File: src/rtl/i2c_trf_pkg.sv
// Package with the item types, codes and controller types of the I2C target register file.
`timescale 1ns / 1ps

package i2c_trf_pkg;

    // Default number of registers in the bank.
    localparam int REG_COUNT_DEFAULT = 16;

    // Bus event codes carried by an input item.
    typedef enum logic [1:0] {
        REQ_ADDR  = 2'd0,
        REQ_WRITE = 2'd1,
        REQ_READ  = 2'd2,
        REQ_STOP  = 2'd3
    } req_e_t;

    // Response codes carried by a result item.
    localparam logic [1:0] RESP_ACK  = 2'd0;
    localparam logic [1:0] RESP_NACK = 2'd1;
    localparam logic [1:0] RESP_DONE = 2'd2;

    // One input item.
    typedef struct packed {
        logic [1:0] req_type;
        logic [7:0] write_byte;
        logic       clear_changed;
    } in_item_t;

    // One result item.
    typedef struct packed {
        logic [7:0] read_byte;
        logic [1:0] response;
        logic       busy_res;
        logic       changed;
        logic [7:0] pointer_now;
    } out_item_t;

    // Controller states.
    typedef enum logic {
        ST_IDLE = 1'b0,
        ST_EXEC = 1'b1
    } state_t;

    // Commands from the controller to the datapath.
    typedef struct packed {
        logic capture;
        logic op_addr;
        logic op_ptr;
        logic op_data;
        logic op_read;
        logic op_stop;
        logic emit;
    } cmd_t;

    // Status from the datapath to the controller.
    typedef struct packed {
        logic [1:0] req_type;
        logic       expect_ptr;
    } status_t;

endpackage

File: src/rtl/i2c_trf_ctrl.sv
// Controller state machine of the I2C target register file.
`timescale 1ns / 1ps

module i2c_trf_ctrl
(
    input  logic                clk,
    input  logic                rst_n,
    input  logic                start,
    input  i2c_trf_pkg::status_t status,
    output i2c_trf_pkg::cmd_t    cmd,
    output logic                busy
);

    i2c_trf_pkg::state_t state_reg;
    i2c_trf_pkg::state_t state_next;

    // State register.
    always_ff @(posedge clk or negedge rst_n)
    begin
        if (!rst_n)
        begin
            state_reg <= i2c_trf_pkg::ST_IDLE;
        end
        else
        begin
            state_reg <= state_next;
        end
    end

    // Next state and command decode.
    always_comb
    begin
        state_next = state_reg;
        cmd        = '0;
        busy       = 1'b0;
        case (state_reg)
            i2c_trf_pkg::ST_IDLE:
            begin
                if (start)
                begin
                    cmd.capture = 1'b1;
                    state_next  = i2c_trf_pkg::ST_EXEC;
                end
            end
            i2c_trf_pkg::ST_EXEC:
            begin
                busy     = 1'b1;
                cmd.emit = 1'b1;
                case (i2c_trf_pkg::req_e_t'(status.req_type))
                    i2c_trf_pkg::REQ_ADDR:  cmd.op_addr = 1'b1;
                    i2c_trf_pkg::REQ_WRITE:
                    begin
                        if (status.expect_ptr)
                        begin
                            cmd.op_ptr = 1'b1;
                        end
                        else
                        begin
                            cmd.op_data = 1'b1;
                        end
                    end
                    i2c_trf_pkg::REQ_READ:  cmd.op_read = 1'b1;
                    default:                cmd.op_stop = 1'b1;
                endcase
                state_next = i2c_trf_pkg::ST_IDLE;
            end
            default:
            begin
                state_next = i2c_trf_pkg::ST_IDLE;
            end
        endcase
    end

endmodule

File: src/rtl/i2c_trf_datapath.sv
// Datapath of the I2C target register file: register bank, pointer and flags.
`timescale 1ns / 1ps

module i2c_trf_datapath
#(
    parameter int REG_COUNT = i2c_trf_pkg::REG_COUNT_DEFAULT
)
(
    input  logic                   clk,
    input  logic                   rst_n,
    input  i2c_trf_pkg::in_item_t  req,
    input  logic                   cfg_we,
    input  logic                   cfg_wdata,
    input  i2c_trf_pkg::cmd_t      cmd,
    output i2c_trf_pkg::status_t   status,
    output i2c_trf_pkg::out_item_t result,
    output logic                   done
);

    localparam int IDX_W = (REG_COUNT > 1) ? $clog2(REG_COUNT) : 1;
    localparam logic [8:0] COUNT9 = 9'(REG_COUNT);

    // Bank storage; entries that were never written read as zero.
    logic [7:0]           mem [REG_COUNT];
    logic [REG_COUNT-1:0] valid_reg;

    i2c_trf_pkg::in_item_t  item_reg;
    i2c_trf_pkg::out_item_t result_reg;
    i2c_trf_pkg::out_item_t result_next;
    logic [7:0]             ptr_reg;
    logic [7:0]             ptr_next;
    logic                   expect_reg;
    logic                   expect_next;
    logic                   busy_flag_reg;
    logic                   busy_flag_next;
    logic                   changed_reg;
    logic                   changed_next;
    logic                   mode_reg;
    logic                   done_reg;
    logic [7:0]             rd_data_reg;
    logic                   rd_valid_reg;
    logic [IDX_W-1:0]       idx;
    logic [8:0]             ptr_inc;
    logic [7:0]             ptr_adv;
    logic [7:0]             ptr_load;

    // Bank index from the pointer, falling back to register zero when out of range.
    assign idx = ({1'b0, ptr_reg} < COUNT9) ? ptr_reg[IDX_W-1:0] : '0;

    // Pointer advance with wrap, and pointer byte load with range check.
    assign ptr_inc  = {1'b0, ptr_reg} + 9'd1;
    assign ptr_adv  = (ptr_inc >= COUNT9) ? 8'd0 : ptr_inc[7:0];
    assign ptr_load = ({1'b0, item_reg.write_byte} < COUNT9) ? item_reg.write_byte : 8'd0;

    assign status.req_type   = item_reg.req_type;
    assign status.expect_ptr = expect_reg;
    assign result            = result_reg;
    assign done              = done_reg;

    // Item execution: next pointer, flags and result.
    always_comb
    begin
        ptr_next       = ptr_reg;
        expect_next    = expect_reg;
        busy_flag_next = busy_flag_reg;
        changed_next   = changed_reg;
        result_next    = result_reg;
        if (cmd.emit)
        begin
            if (item_reg.clear_changed)
            begin
                changed_next = 1'b0;
            end
            result_next.read_byte = 8'd0;
            result_next.response  = i2c_trf_pkg::RESP_ACK;
            if (cmd.op_addr)
            begin
                ptr_next       = 8'd0;
                busy_flag_next = 1'b1;
                expect_next    = mode_reg;
            end
            if (cmd.op_ptr)
            begin
                ptr_next    = ptr_load;
                expect_next = 1'b0;
            end
            if (cmd.op_data)
            begin
                changed_next = 1'b1;
                ptr_next     = ptr_adv;
            end
            if (cmd.op_read)
            begin
                result_next.read_byte = rd_valid_reg ? rd_data_reg : 8'd0;
                result_next.response  = i2c_trf_pkg::RESP_NACK;
                ptr_next              = ptr_adv;
            end
            if (cmd.op_stop)
            begin
                busy_flag_next       = 1'b0;
                result_next.response = i2c_trf_pkg::RESP_DONE;
            end
            result_next.busy_res    = busy_flag_next;
            result_next.changed     = changed_next;
            result_next.pointer_now = ptr_next;
        end
    end

    // Control state and flags.
    always_ff @(posedge clk or negedge rst_n)
    begin
        if (!rst_n)
        begin
            ptr_reg       <= 8'd0;
            expect_reg    <= 1'b0;
            busy_flag_reg <= 1'b0;
            changed_reg   <= 1'b0;
            mode_reg      <= 1'b0;
            done_reg      <= 1'b0;
            valid_reg     <= '0;
        end
        else
        begin
            ptr_reg       <= ptr_next;
            expect_reg    <= expect_next;
            busy_flag_reg <= busy_flag_next;
            changed_reg   <= changed_next;
            done_reg      <= cmd.emit;
            if (cfg_we)
            begin
                mode_reg <= cfg_wdata;
            end
            if (cmd.op_data)
            begin
                valid_reg[idx] <= 1'b1;
            end
        end
    end

    // Payload registers: captured item and result.
    always_ff @(posedge clk)
    begin
        if (cmd.capture)
        begin
            item_reg <= req;
        end
        result_reg <= result_next;
    end

    // Bank write port and registered read port at the pointer.
    always_ff @(posedge clk)
    begin
        if (cmd.op_data)
        begin
            mem[idx] <= item_reg.write_byte;
        end
        rd_data_reg <= mem[idx];
    end

    // Valid bit of the entry being read, registered alongside the data.
    always_ff @(posedge clk or negedge rst_n)
    begin
        if (!rst_n)
        begin
            rd_valid_reg <= 1'b0;
        end
        else
        begin
            rd_valid_reg <= valid_reg[idx];
        end
    end

endmodule

File: src/rtl/i2c_target_register_file.sv
// Top level of the I2C target register file.
`timescale 1ns / 1ps

//  Channel   Ports                        Handshake
//  input     req (in_item_t)              taken when start is high and busy is low
//  result    result (out_item_t)          valid for one cycle while done is high
//  config    cfg_we, cfg_wdata            written when cfg_we is high
//
//  Each item is executed in the controller's execute state, and its result
//  appears with done in the cycle after. The bank read port is registered,
//  so the read is issued in the cycle the item is taken.
//  Reset clears the pointer, the flags, the mode register and the bank valid bits.
//  The receiver cannot stall: a result is shown for exactly one cycle.

module i2c_target_register_file
#(
    parameter int REG_COUNT = i2c_trf_pkg::REG_COUNT_DEFAULT
)
(
    input  logic                   clk,
    input  logic                   rst_n,
    input  logic                   start,
    output logic                   busy,
    input  i2c_trf_pkg::in_item_t  req,
    output i2c_trf_pkg::out_item_t result,
    output logic                   done,
    input  logic                   cfg_we,
    input  logic                   cfg_wdata
);

    i2c_trf_pkg::cmd_t    cmd;
    i2c_trf_pkg::status_t status;

    // Controller.
    i2c_trf_ctrl u_ctrl
    (
        .clk    (clk),
        .rst_n  (rst_n),
        .start  (start),
        .status (status),
        .cmd    (cmd),
        .busy   (busy)
    );

    // Datapath.
    i2c_trf_datapath
    #(
        .REG_COUNT (REG_COUNT)
    )
    u_datapath
    (
        .clk       (clk),
        .rst_n     (rst_n),
        .req       (req),
        .cfg_we    (cfg_we),
        .cfg_wdata (cfg_wdata),
        .cmd       (cmd),
        .status    (status),
        .result    (result),
        .done      (done)
    );

endmodule

File: config.mk
export PLATFORM = sky130hd
export DESIGN_NAME = i2c_target_register_file
export DESIGN_NICKNAME = d
export VERILOG_FILES = /design/src/rtl/i2c_trf_pkg.sv /design/src/rtl/i2c_trf_ctrl.sv /design/src/rtl/i2c_trf_datapath.sv /design/src/rtl/i2c_target_register_file.sv
export SDC_FILE = /design/constraint.sdc
export NUM_CORES = 1
export LEC_CHECK = 0
export BUFFER_PORTS_ARGS = -buffer_cell sky130_fd_sc_hd__buf_2
export CAP_MARGIN = 20
export CORE_MARGIN = 2
export CORE_UTILIZATION = 54
export DETAILED_ROUTE_END_ITERATION = 10
export GPL_ROUTABILITY_DRIVEN = 0
export PLACE_DENSITY_LB_ADDON = 0.08
export SLEW_MARGIN = 10
export SYNTH_ARGS = -nofsm -noshare
export SYNTH_HDL_FRONTEND = slang
export SYNTH_SLANG_ARGS = --single-unit
File: constraint.sdc
create_clock -name clk -period 2.4 [get_ports clk]
set_input_delay 0.36 -clock clk [delete_from_list [all_inputs] [get_ports clk]]
set_output_delay 0.36 -clock clk [all_outputs]
set_load 0.03 [all_outputs]
==> run metrics <==
result of the run complete, no violations; proportion of netlist area held by the largest area contributor 0.654; first-pass GRT wire length about 24,000 um; Overall Global Routing Usage 0.230; Synth async-reset ratio 0.157; max reg flops 128; count of synthesis-stage warnings from yosys 0; count of port buffers added during placement 37; number of hold-repair buffers added at the cts stage 0; Row Count 42; post-CTS clock slew at the launch and capture registers of the worst setup and hold paths 0.07 ns; final slew viol count 0; core area 13,200 um2; average routed wire per standard cell 21.7 um; pin count of the biggest net entering global routing 37; number of nets in the layout 542; drt drc 0; via total after detailed routing 4,206; detailed-route wire length 15,500 um; area delta synth->final 16.2%; Antenna Diode Count 0; clk sinks 198; most numerous cell on the critical path nand2_1; share of post-route cells with drive strength above 1 0.235; vias per std cell 5.90; unrepaired setup endpoints after global routing no; delay of the slowest critical-path stage 0.55 ns; smallest setup slack after layout 0.143 ns; die boundary height 120 um; setup repair bufs after CTS 0; power per cell area 933 nW/um2; number of buffers between clock root and the deepest sink 2; grt total ovfl 0; final setup fails 0; CTS Buf Count 17; initial antenna violation count 0; num ports 38; startpoint-to-endpoint class of the critical path reg -> reg; distinct cell type count after synthesis 40; worst-margin pin slew 0.811 ns; effective utilization at floorplan 0.551; cells along the critical path nor4_4 > buf_4 > nand2_1 > nand2_1 > a21oi_1 > or4_1; required time worst endpoint 2.69 ns; average cell area after synthesis between 15 and 20 um2; H-tree level count 4; worst rel slew slack 0.459; CP max stage cell or4_1; synthesized flop and latch total 198; post-route ant nets 0; Seq/Total Area, Yosys 0.782; most frequent cells in the layout edfxtp_1, a22oi_1, buf_2, a21oi_1, buf_4; number of enable flip-flop cells after synthesis 159; post-synthesis cell area 7300 um2; most frequent standard cell in the layout excluding fill and tap cells edfxtp_1; Worst VDD drop ~530 uV; critical path startpoint category flop; Primary FF master, synth edfxtp_1; detailed placement HPWL about 10,000 um; Pre-Repair DR Iteration Count 5; post-CTS sizing 0; maximum net fanout on the critical path 12; R2R setup slack 0.14 ns; Max-Cap Viols 0; DR iter-0 viols 440; CTS tree built; DIE AREA 14,500 um2; overall power of the completed layout approximately 7.9 mW; number of buffer and inverter stages on the critical path 1; net count after synthesis 469; die width 120 um; largest cells by area after synthesis edfxtp_1, dfrtp_1, a22oi_1; number of global-route vias before repair 4,212; leakage power summed over all cells 3.15 nW; minimum clock period after layout about 2.3 ns; Tightest Hold Check Type in -> async; crit path DAT between 2 and 3 ns; delay-heaviest family, CP simple AND/OR/NAND/NOR gates; cell at the root of the clock tree clkbuf_16; Cells after Synth 451; cell type contributing the most total cell area after synthesis edfxtp_1; Final Hold Viols 0; capturing element type of the critical path flop; Placement Setup Slack between 0.15 and 0.2 ns; later-pin clock latency in the skew report between 0.4 and 0.5 ns; setup skew after layout 0.0104 ns; f_max around 440 MHz; final clock period utilization by the worst path 0.940
==> worst register-to-register path: cells and delay by family, from the launching register on <==
family	cells	cell delay (ns)
simple gates	4	1.36
flops	1	0.41
buf+inv	1	0.20
compound gates	1	0.15
==> kinds of logic after synthesis <==
group                    Yosys count  share of synthesized area
XOR/XNOR                           2                    0.00240
multiplexers                       1                    0.00154
buffers and inverters             27                     0.0173
AO/OA/AOI/OAI                    122                      0.115
adder cells (fa/ha/maj)            2                    0.00343
flip-flops                       198                      0.782
AND/OR/NAND/NOR                   99                     0.0781
==> synth_stat cells (2+ instances only) <==
library cell	instances
buf_6	2
or2_2	17
dfxtp_1	8
inv_1	5
a221o_1	2
nor2_1	19
nor2b_1	12
o31ai_1	3
edfxtp_1	159
nand2_1	16
or4_1	7
o21ai_0	4
buf_2	8
a221oi_1	3
nand3_1	7
and3_1	12
a222oi_1	3
a21o_1	4
a21oi_1	35
ha_1	2
dfrtp_1	31
xnor2_1	2
clkbuf_1	11
a22oi_1	63
==> where the power goes <==
group	internal, mW	leakage (nW)	switching, mW
Sequential	3.93	1.92	0.162
Clock	1.42	0.252	1.21
Combinational	0.468	0.970	0.732
Total	5.81	3.15	2.10
==> area by class of cell <==
type,instances,area [um2]
Sequential cell,198,5710
Tap cell,176,220
Timing Repair Buffer,76,528
Clock buffer,19,433
Fill cell,969,4760
Inverter,5,18.8
Multi-Input combinational cell,226,1470
Clock inverter,13,108
==> through the flow <==
stage           util  cell area (um2)  TNS (ns)  cells  hold slack, ns
5_1_grt        0.641             8490         0    713          0.0545
6_report       0.641             8490         0    713         0.00103
2_1_floorplan      -             7300    -0.541    451          0.0644
4_1_cts        0.641             8490         0    713         0.00674
3_5_place_dp   0.600             7950         0    681           0.454
3_3_place_gp   0.600             7950         0    681           0.452
==> metal layers <==
| layer | vias to the layer above | track usage | wire length, um |
|---|---|---|---|
| li1 | 1913 | - | - |
| met1 | 2102 | 0.327 | 6730 |
| met2 | 173 | 0.356 | 7370 |
| met3 | 18 | 0.0481 | 1110 |
| met4 | 0 | 0.0872 | 248 |
| met5 | - | 0 | 0 |
==> path summary, 6_finish.rpt <==
check,startpoint,endpoint,cells past startpoint
worst max-delay path,u_datapath.ptr_reg[4],u_datapath.rd_data_reg[0],6
worst min-delay path,rst_n,u_datapath.changed_reg,1
worst max register to register,u_datapath.ptr_reg[4],u_datapath.rd_data_reg[0],6
worst min register to register,u_datapath.valid_reg[13],u_datapath.valid_reg[13],1
max in group asynchronous,rst_n,u_ctrl.state_reg,1
min in group clk,req[2],u_datapath.item_reg[2],1
Power figures use the tool's default switching activity.
